## config.mk

```make
export PLATFORM = sky130hd
export DESIGN_NAME = modular_exponentiation_64_flat
export DESIGN_NICKNAME = d
export VERILOG_FILES = /design/src/hdl/me64_pkg.sv /design/src/hdl/me64_in_if.sv /design/src/hdl/me64_out_if.sv /design/src/hdl/me64_unit.sv /design/src/hdl/me64_seq.sv /design/src/hdl/modular_exponentiation_64.sv /design/src/flat_wrapper.sv
export SDC_FILE = /design/constraint.sdc
export NUM_CORES = 1
export LEC_CHECK = 0
export BUFFER_PORTS_ARGS = -buffer_cell sky130_fd_sc_hd__buf_4
export CORE_MARGIN = 2
export CORE_UTILIZATION = 60
export DETAILED_ROUTE_END_ITERATION = 12
export PLACE_DENSITY = 0.84
export SYNTH_ARGS = -nofsm -noshare
export SYNTH_HDL_FRONTEND = slang
export SYNTH_SLANG_ARGS = --single-unit
```

## constraint.sdc

```tcl
create_clock -name clk -period 7.8 [get_ports clk]
set_input_delay 0 -clock clk [delete_from_list [all_inputs] [get_ports clk]]
set_output_delay 0 -clock clk [all_outputs]
set_load 0.005 [all_outputs]
```

## src/hdl/me64_pkg.sv

```systemverilog
// me64_pkg: shared constants and types for the 64-bit modular exponentiator
// used by the interfaces, the modular step unit, the sequencer and the top level
package me64_pkg;

  localparam int FIELD_BITS = 64;
  localparam int WORD_BITS_DEFAULT = 64;

  // step unit operations
  localparam logic OP_DBL = 1'b0;
  localparam logic OP_ADD = 1'b1;

  typedef struct packed {
    logic clear;
    logic step;
    logic op;
    logic bit_in;
  } unit_ctrl_t;

endpackage

```

## src/hdl/me64_in_if.sv

```systemverilog
// me64_in_if: operand channel of the modular exponentiator
// depends on me64_pkg for the field width
interface me64_in_if;
  logic                           valid;
  logic                           ready;
  logic [me64_pkg::FIELD_BITS-1:0] base_value;
  logic [me64_pkg::FIELD_BITS-1:0] exponent;
  logic [me64_pkg::FIELD_BITS-1:0] modulus;

  modport source (output valid, output base_value, output exponent, output modulus,
                  input ready);
  modport sink (input valid, input base_value, input exponent, input modulus,
                output ready);
endinterface

```

## src/hdl/me64_out_if.sv

```systemverilog
// me64_out_if: result channel of the modular exponentiator
// depends on me64_pkg for the field width
interface me64_out_if;
  logic                           valid;
  logic                           ready;
  logic [me64_pkg::FIELD_BITS-1:0] power_result;
  logic                           zero_modulus_error;

  modport source (output valid, output power_result, output zero_modulus_error,
                  input ready);
  modport sink (input valid, input power_result, input zero_modulus_error,
                output ready);
endinterface

```

## src/hdl/me64_unit.sv

```systemverilog
// me64_unit: shared modular step unit with its accumulator register
// one step is a double-and-shift-in or an add, each followed by one conditional subtract
// depends on me64_pkg
module me64_unit #(
  parameter int W = me64_pkg::WORD_BITS_DEFAULT
) (
  input  logic                 clk,
  input  logic                 rst,
  input  me64_pkg::unit_ctrl_t ctrl,
  input  logic [W-1:0]         addend,
  input  logic [W-1:0]         m,
  output logic [W-1:0]         acc
);

  logic [W:0]   t;
  logic [W+1:0] diff;
  logic [W-1:0] acc_next;

  always_comb begin
    if (ctrl.op == me64_pkg::OP_ADD) begin
      t = {1'b0, acc} + {1'b0, addend};
    end else begin
      t = {acc, ctrl.bit_in};
    end
    diff = {1'b0, t} - {2'b00, m};
    acc_next = diff[W+1] ? t[W-1:0] : diff[W-1:0];
  end

  always_ff @(posedge clk) begin
    if (ctrl.clear) begin
      acc <= '0;
    end else if (ctrl.step) begin
      acc <= acc_next;
    end
  end

`ifndef SYNTH
  a_acc_reduced: assert property (@(posedge clk) disable iff (rst)
    ctrl.step |=> acc < m)
    else $error("step unit left a residue not below the modulus");
`endif

endmodule

```

## src/hdl/me64_seq.sv

```systemverilog
// me64_seq: sequencer for right-to-left square and multiply
// drives the shared step unit bit by bit; holds base, exponent, modulus and residues
// depends on me64_pkg and me64_unit
module me64_seq #(
  parameter int W = me64_pkg::WORD_BITS_DEFAULT
) (
  input  logic                             clk,
  input  logic                             rst,
  input  logic                             in_valid,
  output logic                             in_ready,
  input  logic [W-1:0]                     base_in,
  input  logic [W-1:0]                     exp_in,
  input  logic [W-1:0]                     mod_in,
  output logic                             done_valid,
  input  logic                             done_ready,
  output logic [me64_pkg::FIELD_BITS-1:0]  done_result,
  output logic                             done_err
);

  localparam int CW = $clog2(W);

  localparam logic [2:0] S_IDLE = 3'd0;
  localparam logic [2:0] S_RED  = 3'd1;
  localparam logic [2:0] S_LDSQ = 3'd2;
  localparam logic [2:0] S_EXP  = 3'd3;
  localparam logic [2:0] S_DBL  = 3'd4;
  localparam logic [2:0] S_ADD  = 3'd5;
  localparam logic [2:0] S_END  = 3'd6;
  localparam logic [2:0] S_FIN  = 3'd7;

  localparam logic MODE_MUL = 1'b0;
  localparam logic MODE_SQR = 1'b1;

  logic [2:0]    state;
  logic [CW-1:0] cnt;
  logic          mode;
  logic [W-1:0]  b_reg;
  logic [W-1:0]  e_reg;
  logic [W-1:0]  m_reg;
  logic [W-1:0]  sq;
  logic [W-1:0]  res;
  logic [W-1:0]  mb;
  logic          err;

  me64_pkg::unit_ctrl_t ctrl;
  logic [W-1:0]         acc;

  me64_unit #(.W(W)) u_unit (
    .clk    (clk),
    .rst    (rst),
    .ctrl   (ctrl),
    .addend (sq),
    .m      (m_reg),
    .acc    (acc)
  );

  assign in_ready    = (state == S_IDLE);
  assign done_valid  = (state == S_FIN);
  assign done_err    = err;
  assign done_result = err ? '0 : me64_pkg::FIELD_BITS'(res);

  always_comb begin
    ctrl = '0;
    ctrl.op = me64_pkg::OP_DBL;
    unique case (state)
      S_IDLE: begin
        ctrl.clear = in_valid;
      end
      S_RED: begin
        ctrl.step   = 1'b1;
        ctrl.bit_in = b_reg[W-1];
      end
      S_EXP: begin
        ctrl.clear = (e_reg != '0);
      end
      S_DBL: begin
        ctrl.step = 1'b1;
      end
      S_ADD: begin
        ctrl.step = 1'b1;
        ctrl.op   = me64_pkg::OP_ADD;
      end
      S_END: begin
        ctrl.clear = 1'b1;
      end
      default: begin
        ctrl = '0;
      end
    endcase
  end

  always_ff @(posedge clk) begin
    if (rst) begin
      state <= S_IDLE;
    end else begin
      unique case (state)
        S_IDLE: begin
          if (in_valid) begin
            b_reg <= base_in;
            e_reg <= exp_in;
            m_reg <= mod_in;
            res   <= W'(1);
            cnt   <= CW'(W - 1);
            err   <= (mod_in == '0);
            state <= (mod_in == '0) ? S_FIN : S_RED;
          end
        end
        S_RED: begin
          b_reg <= b_reg << 1;
          if (cnt == '0) begin
            state <= S_LDSQ;
          end else begin
            cnt <= cnt - 1'b1;
          end
        end
        S_LDSQ: begin
          sq    <= acc;
          state <= S_EXP;
        end
        S_EXP: begin
          cnt <= CW'(W - 1);
          if (e_reg == '0) begin
            state <= S_FIN;
          end else if (e_reg[0]) begin
            mb    <= res;
            mode  <= MODE_MUL;
            state <= S_DBL;
          end else begin
            mb    <= sq;
            mode  <= MODE_SQR;
            state <= S_DBL;
          end
        end
        S_DBL, S_ADD: begin
          if (state == S_DBL && mb[W-1]) begin
            state <= S_ADD;
          end else begin
            mb <= mb << 1;
            if (cnt == '0) begin
              state <= S_END;
            end else begin
              cnt   <= cnt - 1'b1;
              state <= S_DBL;
            end
          end
        end
        S_END: begin
          cnt <= CW'(W - 1);
          if (mode == MODE_MUL) begin
            res <= acc;
            if (e_reg[W-1:1] == '0) begin
              state <= S_FIN;
            end else begin
              mb    <= sq;
              mode  <= MODE_SQR;
              state <= S_DBL;
            end
          end else begin
            sq    <= acc;
            e_reg <= e_reg >> 1;
            state <= S_EXP;
          end
        end
        S_FIN: begin
          if (done_ready) begin
            state <= S_IDLE;
          end
        end
        default: begin
          state <= S_IDLE;
        end
      endcase
    end
  end

`ifndef SYNTH
  a_zero_mod: assert property (@(posedge clk) disable iff (rst)
    (state == S_IDLE && in_valid && mod_in == '0) |=> (state == S_FIN && err))
    else $error("zero modulus did not go straight to the flagged result");

  a_idle_quiet: assert property (@(posedge clk) disable iff (rst)
    (state == S_IDLE || state == S_FIN) |-> !ctrl.step)
    else $error("step unit stepped outside a job");

  a_ldsq_order: assert property (@(posedge clk) disable iff (rst)
    (state == S_LDSQ) |-> ($past(state) == S_RED && $past(cnt) == '0))
    else $error("reduced base taken before the reduction finished");

  a_res_reduced: assert property (@(posedge clk) disable iff (rst)
    (state == S_FIN && !err && $past(state) == S_END) |-> res < m_reg)
    else $error("multiplied result not below the modulus");
`endif

endmodule

```

## src/hdl/modular_exponentiation_64.sv

```systemverilog
// modular_exponentiation_64: base^exponent mod modulus, one job at a time
// a zero modulus goes straight to a flagged result; otherwise the base is first reduced, and an
// exponent of zero ends there; each exponent bit below the highest set one adds a square, and
// each set bit adds a multiply, all run on the shared step unit
// a new beat is taken once the result is registered
// reset: synchronous active-high rst returns the sequencer to idle and empties the output
module modular_exponentiation_64 #(
  parameter int WORD_BITS = me64_pkg::WORD_BITS_DEFAULT
) (
  input  logic        clk,
  input  logic        rst,
  me64_in_if.sink     operands,
  me64_out_if.source  result
);

  logic                            done_valid;
  logic                            done_ready;
  logic [me64_pkg::FIELD_BITS-1:0] done_result;
  logic                            done_err;
  logic                            out_valid;
  logic [me64_pkg::FIELD_BITS-1:0] out_result;
  logic                            out_err;

  me64_seq #(.W(WORD_BITS)) u_seq (
    .clk         (clk),
    .rst         (rst),
    .in_valid    (operands.valid),
    .in_ready    (operands.ready),
    .base_in     (operands.base_value[WORD_BITS-1:0]),
    .exp_in      (operands.exponent[WORD_BITS-1:0]),
    .mod_in      (operands.modulus[WORD_BITS-1:0]),
    .done_valid  (done_valid),
    .done_ready  (done_ready),
    .done_result (done_result),
    .done_err    (done_err)
  );

  // output register
  assign done_ready = !out_valid || result.ready;

  always_ff @(posedge clk) begin
    if (rst) begin
      out_valid <= 1'b0;
    end else begin
      if (done_valid && done_ready) begin
        out_valid  <= 1'b1;
        out_result <= done_result;
        out_err    <= done_err;
      end else if (result.ready) begin
        out_valid <= 1'b0;
      end
    end
  end

  assign result.valid              = out_valid;
  assign result.power_result       = out_result;
  assign result.zero_modulus_error = out_err;

endmodule
```

## src/flat_wrapper.sv

```systemverilog
// flat-port wrapper written by rule: the top's interface ports become plain ports
module modular_exponentiation_64_flat 
#(
  parameter int WORD_BITS = me64_pkg::WORD_BITS_DEFAULT
)
  (clk, rst, operands_valid, operands_base_value, operands_exponent, operands_modulus, operands_ready, result_valid, result_power_result, result_zero_modulus_error, result_ready);
  me64_in_if operands_i ();
  me64_out_if result_i ();
  input  logic clk;
  input  logic rst;
  input wire logic [$bits(operands_i.valid)-1:0] operands_valid;
  input wire logic [$bits(operands_i.base_value)-1:0] operands_base_value;
  input wire logic [$bits(operands_i.exponent)-1:0] operands_exponent;
  input wire logic [$bits(operands_i.modulus)-1:0] operands_modulus;
  output wire logic [$bits(operands_i.ready)-1:0] operands_ready;
  output wire logic [$bits(result_i.valid)-1:0] result_valid;
  output wire logic [$bits(result_i.power_result)-1:0] result_power_result;
  output wire logic [$bits(result_i.zero_modulus_error)-1:0] result_zero_modulus_error;
  input wire logic [$bits(result_i.ready)-1:0] result_ready;
  assign operands_i.valid = operands_valid;
  assign operands_i.base_value = operands_base_value;
  assign operands_i.exponent = operands_exponent;
  assign operands_i.modulus = operands_modulus;
  assign operands_ready = operands_i.ready;
  assign result_valid = result_i.valid;
  assign result_power_result = result_i.power_result;
  assign result_zero_modulus_error = result_i.zero_modulus_error;
  assign result_i.ready = result_ready;
  modular_exponentiation_64 #(.WORD_BITS(WORD_BITS)) u_core (.clk(clk), .rst(rst), .operands(operands_i), .result(result_i));
endmodule
```

* Word level (Yosys, flattened, before mapping) *
Cells that the tools add are included.

word-level totals
  bits in registers = 525

cells by class
  $add $sub $neg = 3
  equal/unequal tests = 15
  multiplexer cells = 43
  bitwise logic cells = 1
  reduce and logical (&&, ||, !) cells = 30

operators with widths
  kind                                                                   count
  64-bit 2-to-1 mux                                                      12
  64-bit one-hot mux with 2 select lines                                 4
  64-bit one-hot mux with 3 select lines                                 1
  64-bit logical NOT                                                     2
  65-bit by 64-bit subtractor with 66-bit output                         1
  64-bit by 64-bit adder with 65-bit output                              1
  65-bit 2-to-1 mux                                                      1
  64-bit nonzero test                                                    1
  63-bit logical NOT                                                     1
  6-bit one-hot mux with 4 select lines                                  1
  3-bit one-hot mux with 7 select lines                                  1
  6-bit 2-to-1 mux                                                       3
  2-bit != test, second input constant                                   8
  3-bit 2-to-1 mux                                                       5
  3-bit AND reduction                                                    5
  3-bit equality test, second input constant                             4
  4-bit AND reduction                                                    3
  2-bit nonzero test                                                     5
  1-bit 2-to-1 mux                                                       9
  2-bit 2-to-1 mux                                                       4
  3-bit by 2-bit equality test with 1-bit output, second input constant  2
  6-bit logical NOT                                                      1
  6-bit AND reduction                                                    1
  6-bit by 1-bit subtractor with 6-bit output, second input constant     1
  13 further kinds                                                       15

* Depth between registers and ports, before layout *
Gate-level depths: netlist of run 1.

  depth after elaboration = 5
  mapped depth = 28
  depth with buffers taken out = 24

* Hierarchy *
From an unflattened synthesis of run 1, not the netlist that was laid out.

second synthesis, totals
  cells, all modules = 2,975
  area total of the unflattened synthesis = 29,613.4 um2

by module, submodules not included
  module                     instances  cells each  area an instance (um2)  sequential area each (um2)
  me64_seq                   1          1,237       16,060.4                11,831.3
  me64_unit                  1          1,668       11,546.1                1,281.2
  modular_exponentiation_64  1          70          2,006.9                 1,971.9

* Worst setup path before layout of run 1 *
OpenSTA, ideal clock, no wires.

  path type = reg2reg
  from = register u_core.u_seq.state[0]
  to = register u_core.out_result, in the netlist u_core.result.power_result[0] (enable)
  arrival = 5.599 ns
  required time = 7.217 ns
  path slack = 1.619 ns
  stages on the path, launching flop included = 4
  cell sequence = dfxtp_1 -> clkbuf_1 -> nand3_1 -> nor3b_1

on the way
  cells in the longest elaborated chain, start to end = 3

RTL lines
  what                                  line                             RTL
  from (decl)                           me64_seq.sv:34                   logic [2:0] state;
  from (signal assigned)                me64_seq.sv:105                  state <= (mod_in == '0) ? S_FIN : S_RED;
  3-bit equality test                   me64_seq.sv:58                   assign done_valid = (state == S_FIN);
  1-bit logical AND                     modular_exponentiation_64.sv:45  if (done_valid && done_ready) begin
  2-bit AND reduction (no source line)  -
  to (signal assigned)                  modular_exponentiation_64.sv:47  out_result <= done_result;
  to (decl)                             modular_exponentiation_64.sv:21  logic [me64_pkg::FIELD_BITS-1:0] out_result;

No other way between the ends.
A chain may end at the register's enable or synchronous reset.

* Worst setup path in the final report of run 1 *
  from = register u_core.u_seq.sq[0]
  to = register u_core.u_seq.u_unit.acc[1]

on the way
  cells in the longest elaborated chain, start to end = 4

RTL lines
  what                                            line             RTL
  from (decl)                                     me64_seq.sv:40   logic [W-1:0] sq;
  from (signal assigned)                          me64_seq.sv:117  sq <= acc;
  from (signal assigned)                          me64_seq.sv:159  sq <= acc;
  64-bit by 64-bit adder with 65-bit output (*)   me64_unit.sv:21  t = {1'b0, acc} + {1'b0, addend};
  65-bit 2-to-1 mux (*)                           me64_unit.sv:20  if (ctrl.op == me64_pkg::OP_ADD) begin
  65-bit by 64-bit subtractor with 66-bit output  me64_unit.sv:25  diff = {1'b0, t} - {2'b00, m};
  64-bit 2-to-1 mux (*)                           me64_unit.sv:26  acc_next = diff[W+1] ? t[W-1:0] : diff[W-1:0];
  to (signal assigned)                            me64_unit.sv:33  acc <= acc_next;
  to (decl)                                       me64_unit.sv:12  output logic [W-1:0] acc

Every way passes the cells marked *; elsewhere a longest branch is shown, timed or not.

==> results.ini, run 1 <==
[logic_synthesis]
synth_edf_count=457
synth_area_leaders=edfxtp_1, ha_1, nand2_1, dfxtp_1, a21oi_1
yosysTopAreaCell=edfxtp_1
yosys.area.top_type_share_pct=47.7
synthAdderAreaFrac_pct=5.75
yosys_warnings=0
synth-seq-cells=525
synth_most_common_cell=edfxtp_1
synth.avg_cell_area_um2=10.4
synth_compound_area_share_pct=15.7
synth_commonest_cells=edfxtp_1, nand2_1, a21oi_1, o21ai_0, inv_1
ys_types=82
synth_ff_type=edfxtp_1
synthArstFlopShare_pct=0
yosys.area_share.simple_pct=15.1
muxShareOfSynthArea_pct=3.00
syn_inst=2775
syn_area_um2=28800
synthXorXnorAreaFrac_pct=3.83
synth_seq_area_share_pct=52.4
synthesis.nets=3102
synth_top_family_by_area=compound AO/OA/AOI/OAI gates

[floorplan]
dieArea_um2=49700
fp.dieW_um=223
die_height_um=223
start_util_pct=60.5
core_area_um2=47500
io_pins=263
rows=80

[drt]
via_per_inst=6.53
ant_nets=0
drt_iter0_markers=3471
drt-total-wl_um=91800
wl_met1_um=34900
dr_wl_met3_um=9010
drt-pass1-iter-count=9
drc=0
via_count=25000
top_layer=met5
drt-wirelength-per-cell_um=24.0
wl_met2_um=43400

[pwr]
irDropWorstVdd_uv=251
leakagePower_nw=14.3
p_total_mw=14.2
cellPowerDensity_nw_per_um2=406

[placement]
pre_cts_slack_ns=1.06
gp_congestion=0.991
place_hpwl_um=56100
port-buffer-count=262

[critical_path]
reg2reg_depth=24
critPathKind=flip-flop to flip-flop
critPathLaunchType=flip-flop
end_kind=flip-flop
path_cells=ha_1, fa_1, a21o_1, a221oi_2, o2111ai_1, nand4_1, a31oi_1, nor3_2, o21bai_1, a21oi_1, xor2_1, o21ai_0, ha_1, a21o_1, a41oi_1, o211ai_1, a211oi_1, nor2_1, nor4_1, a21boi_4, buf_12, mux2_2, mux2i_1, nor2_1
reg2reg_to=u_core.u_seq.u_unit.acc[1]
cp.arrival_ns=7.51
cp_max_fo=23
cp_slowest_cell=a21boi_4
reg2reg_slack_ns=0.78
required_ns=8.29
r2r_start=u_core.u_seq.sq[0]
slowest_delay_ns=0.50

[clock_network]
cts_max_level=2
post_cts_buffers=0
post_cts_resized=0
numCtsBuffers=54
cts_root_buffer=clkbuf_16
cts.sinks=525
cts_tree=yes
clkTransAtPathRegs_ns=0.07
clkLatencyLatePin_ns=0.62
clockBufferDepth=3

[global_route]
first_global_vias=24800
grt_start_max_net_pins=80
track_usage_pct=36.4
antenna_found_initial=3
grt_overflow=0
grt_pass1_wl_um=142000

[min_path]
hold_path_class=primary input to flip-flop
hp-start=operands_modulus[13]
worstHoldEndpoint=u_core.u_seq.m_reg[13]
min_path_cells=2

[sta]
fin_ws_ns=0.776
grt_setup_unrepaired=no
skew_ns=0.0224
worst_pin_slew_ns=1.16
slew_viol_final=0
fin_crit_ns=7.02
timing.fmax_mhz=142
worst_hold_slack_ns=0.119
finalHoldViolations=0
relSlewSlack_pct=22.5
finalCritPeriodShare_pct=90.1
setup-violations-final=0
setup_tns_ns=0

[final_layout]
multiInputGateArea_um2=12600
fin_util_pct=73.7
drive_gt1_share_pct=14.7
seq_area_um2=15100
syn2layout_area_growth_pct=21.8
fin_nets=3494
nFillCells=3024

[run_status]
status=finished, final reports clean

[run]
max-cap-violations=0

report_power, final:
part / internal, mW / switching [mW]
sequential: 4.09 / 0.511
combinational: 2.56 / 4.35
clock: 1.58 / 1.15
cell usage in the layout (no fill, tap or decap), types with 46 or more instances in the layout:
master         instances
buf_4                291
clkbuf_16             55
a21oi_1              179
edfxtp_1             457
nor2b_1               77
xnor2_1               68
a222oi_1              63
nor2_1               144
dfxtp_1               67
ha_1                 129
xor2_1                58
a21o_1                65
a211oi_1              46
and3_1                77
inv_1                161
dlygate4sd3_1        195
mux2_2                66
nand2_1              394
o21ai_0              162
per-stage QoR:
stage               instance area [µm²]  std cells
finish                            35100       3824
global route                      35100       3823
CTS                               35100       3823
detailed placement                31300       3531
global placement                  31300       3531
floorplan                         28800       2775
critical path: cells and delay by family (launching register included):
family	cells	cell delay, ns
flip-flops	1	0.46
multiplexers	2	0.51
adder cells (fa/ha/maj)	3	1.08
XOR/XNOR	1	0.10
buffers and inverters	1	0.23
AO/OA/AOI/OAI	12	3.30
AND/OR/NAND/NOR	5	1.20
routing by layer:
metal / GRT usage (%) / vias up
met4: 15.9 / 6
met2: 60.6 / 1654
met3: 6.99 / 330
met5: 0 / -
li1: - / 11000
met1: 46.4 / 12000
worst max path at each step:
stage / startpoint / end / slack [ns] / depth (start not counted)
6_report: u_core.u_seq.sq[0] / u_core.u_seq.u_unit.acc[1] / 0.78 / 24
5_1_grt: u_core.u_seq.sq[4] / u_core.u_seq.u_unit.acc[1] / 0.51 / 25
4_1_cts: u_core.u_seq.sq[4] / u_core.u_seq.u_unit.acc[1] / 1.01 / 25
3_5_place_dp: u_core.u_seq.sq[4] / u_core.u_seq.u_unit.acc[1] / 1.06 / 25
3_3_place_gp: u_core.u_seq.sq[4] / u_core.u_seq.u_unit.acc[1] / 1.18 / 25
2_1_floorplan: u_core.u_seq.state[0] / u_core.result.power_result[0] / 1.62 / 3
cell families after synthesis:
| logic type | count (synthesis) |
|---|---|
| xor+xnor | 126 |
| buf+inv | 314 |
| mux | 78 |
| fa+ha+maj | 131 |
| flops | 525 |
| compound gates | 681 |
| simple gates | 920 |
final cells by class:
class / instances / area share [%]
Timing Repair Buffer: 488 / 11.9
Inverter: 162 / 1.73
Sequential cell: 525 / 43.0
Multi-Input combinational cell: 1936 / 35.9
Tap cell: 615 / 2.19
Clock inverter: 26 / 1.03
Antenna cell: 1 / 0.00714
Clock buffer: 71 / 4.15
repair_timing:
action / CTS / global route
hold endpoints to repair: 212 / 0
hold buffers: 195 / 0
endpoints found under the setup margin: 0 / 0
(Power assumes the default switching activity.)
==> inputs of run 2 (changes only) <==
--- a/config.mk
+++ b/config.mk
@@ -6,10 +6,12 @@
 export NUM_CORES = 1
 export LEC_CHECK = 0
 export BUFFER_PORTS_ARGS = -buffer_cell sky130_fd_sc_hd__buf_4
+export CELL_PAD_IN_SITES_DETAIL_PLACEMENT = 0
+export CELL_PAD_IN_SITES_GLOBAL_PLACEMENT = 2
 export CORE_MARGIN = 2
-export CORE_UTILIZATION = 60
+export CORE_UTILIZATION = 36
 export DETAILED_ROUTE_END_ITERATION = 12
-export PLACE_DENSITY = 0.84
+export PLACE_DENSITY = 0.82
 export SYNTH_ARGS = -nofsm -noshare
 export SYNTH_HDL_FRONTEND = slang
 export SYNTH_SLANG_ARGS = --single-unit
==> constraint.sdc (replaced) <==
create_clock -name clk -period 5.8 [get_ports clk]
set_input_delay 0 -clock clk [delete_from_list [all_inputs] [get_ports clk]]
set_output_delay 0 -clock clk [all_outputs]
set_load 0.005 [all_outputs]
==> run 2 against run 1 <==
  * The flow now finishes with violations (negative setup slack)
  * Sequential cell count is the same
  * Hold slack worse by 0.023 ns
  * Global-route usage is 15 points lower
  * Sequential share of layout area shrank 4.9 points
  * Power rose by 53%
  * Design area increased by 13%
  * Largest cell class unchanged
==> results.ini, run 2 (synthesis gave the netlist of run 1 again) <==
[run_status]
status=complete, but fails checks
violations=negative setup slack

[placement]
gp_congestion=0.906  ; -8.6%
place_hpwl_um=66100  ; +18%
port-buffer-count=262  ; unchanged

[clock_network]
cts.sinks=525  ; unchanged
numCtsBuffers=61  ; +13%
cts_max_level=2  ; unchanged
cts_tree=yes
clockBufferDepth=3  ; unchanged
cts_root_buffer=clkbuf_16
clkLatencyLatePin_ns=0.64  ; +0.02 ns
clkTransAtPathRegs_ns=0.06  ; about the same

[final_layout]
fin_nets=3901  ; +12%
multiInputGateArea_um2=13100  ; +4.2%
layout_commonest_cell=buf_4
drive_gt1_share_pct=26.8  ; +12 points
seq_area_um2=15100  ; unchanged
fin_util_pct=50.0  ; -24 points
mostFrequentLayoutCells=buf_4, edfxtp_1, nand2_1
nFillCells=7213  ; +140%
syn2layout_area_growth_pct=37.5

[drt]
drt-wirelength-per-cell_um=19.7  ; -18%
via_count=24600  ; -1.6%
drt-total-wl_um=92000  ; +0.28%
drt-pass1-iter-count=9  ; unchanged
drc=0  ; unchanged
ant_nets=0  ; unchanged
drt_iter0_markers=1801  ; -48%
via_per_inst=5.25  ; -20%

[critical_path]
end_kind=flip-flop
critPathLaunchType=flip-flop
cp.arrival_ns=6.35  ; -1.16 ns
critPathKind=flip-flop to flip-flop
cp_max_fo=15  ; -35%
required_ns=6.29  ; -2.00 ns

[floorplan]
die_height_um=287  ; +29%
core_area_um2=79100  ; +66%
fp.dieW_um=287  ; +29%
rows=103  ; +29%
io_pins=263  ; unchanged
dieArea_um2=82200  ; +65%
start_util_pct=36.4  ; -24 points

[global_route]
antenna_found_initial=5  ; +2
grt_start_max_net_pins=80  ; unchanged
grt_overflow=0  ; unchanged
grt_pass1_wl_um=142000  ; +0.32%
track_usage_pct=21.8  ; -15 points
first_global_vias=25500  ; +2.9%

[sta]
fin_crit_ns=5.86  ; -1.16 ns
finalHoldViolations=0  ; unchanged
setup_tns_ns=-0.408  ; -0.408 ns
timing.fmax_mhz=171  ; +20%
worst_pin_slew_ns=1.09  ; -0.0694 ns
grt_setup_unrepaired=yes
skew_ns=0.0312  ; +0.00879 ns
relSlewSlack_pct=27.2  ; +4.6 points
setup-violations-final=20  ; +20
finalCritPeriodShare_pct=101  ; +11 points
slew_viol_final=0  ; unchanged
fin_ws_ns=-0.0640  ; -0.840 ns

[pwr]
cellPowerDensity_nw_per_um2=550  ; +35%
p_total_mw=21.8  ; +53%
irDropWorstVdd_uv=316  ; +26%
leakagePower_nw=16.6  ; +16%

[run]
max-cap-violations=0  ; unchanged

[min_path]
hold_path_class=primary input to flip-flop

==> run 2: worst paths after layout <==
kind / cells after the start / start / to / slack [ns]
setup / recovery: 27 / u_core.u_seq.sq[0] / u_core.u_seq.u_unit.acc[31] / -0.06
hold / removal: 2 / operands_modulus[11] / u_core.u_seq.m_reg[11] / 0.1
setup reg to reg: 27 / u_core.u_seq.sq[0] / u_core.u_seq.u_unit.acc[31] / -0.06
hold reg to reg: 2 / u_core.u_seq.mb[6] / u_core.u_seq.mb[7] / 0.52
==> run 2: worst max-delay path, cell delays in order (launching register included) <==
cell,delay [ns]
edfxtp_1,0.40
ha_2,0.21
fa_2,0.37
a21o_1,0.19
a22o_1,0.21
o31a_1,0.33
nor4b_4,0.16
o21a_1,0.22
buf_12,0.15
a31o_4,0.25
a311oi_4,0.32
o21bai_1,0.14
xnor2_1,0.20
o21ai_2,0.09
ha_2,0.18
a21o_1,0.15
a21o_1,0.20
a41oi_2,0.17
o211ai_1,0.15
a211oi_1,0.26
nor2_1,0.08
nor4_2,0.28
a21boi_4,0.23
buf_6,0.13
buf_12,0.14
buf_16,0.15
mux2i_2,0.24
a211oi_2,0.10
==> run 2: layout make-up <==
class	count	area share (%)
multi-input combinational	1936	33.2
tap	1050	3.32
clock buffer	82	4.29
antenna	4	0.0253
clock inverter	34	0.762
inverter	162	1.54
sequential	525	38.1
timing repair buffer	888	18.8
==> run 2: power by group <==
| group | internal, mW | switching [mW] | total (mW) |
|---|---|---|---|
| combinational | 5.33 | 6.57 | 11.9 |
| sequential | 5.49 | 0.533 | 6.02 |
| clock | 2.23 | 1.61 | 3.83 |
| total | 13.0 | 8.71 | 21.8 |
==> run 2: per-stage QoR <==
| step | hold slack [ns] | cells | cell area [µm²] | worst slack [ns] |
|---|---|---|---|---|
| 2_1_floorplan | 0.0691 | 2775 | 28800 | 0.477 |
| 3_5_place_dp | 0.192 | 4323 | 34600 | -0.503 |
| 6_report | 0.0951 | 4681 | 39600 | -0.0640 |
| 3_3_place_gp | 0.191 | 4323 | 34600 | -0.389 |
| 5_1_grt | 0.0749 | 4681 | 39600 | -0.248 |
| 4_1_cts | 0.0584 | 4650 | 38900 | -0.0951 |
==> run 2: what timing repair did <==
action	in CTS	in global routing
hold buffers	196	0
cloned	2	4
endpoints found under the hold margin	196	0
gates resized for setup	51	95
pin swaps	29	59
endpoints found under the setup margin	64	64
setup buffers	13	25
==> run 2: per-layer routing <==
metal | up-vias | track usage (%) | part of all wire, %
met2 | 744 | 37.3 | 48
met1 | 11800 | 28.8 | 44
li1 | 11900 | - | -
met5 | - | 0 | 0.0076
met4 | 2 | 6.26 | 2.8
met3 | 141 | 3.24 | 5.2
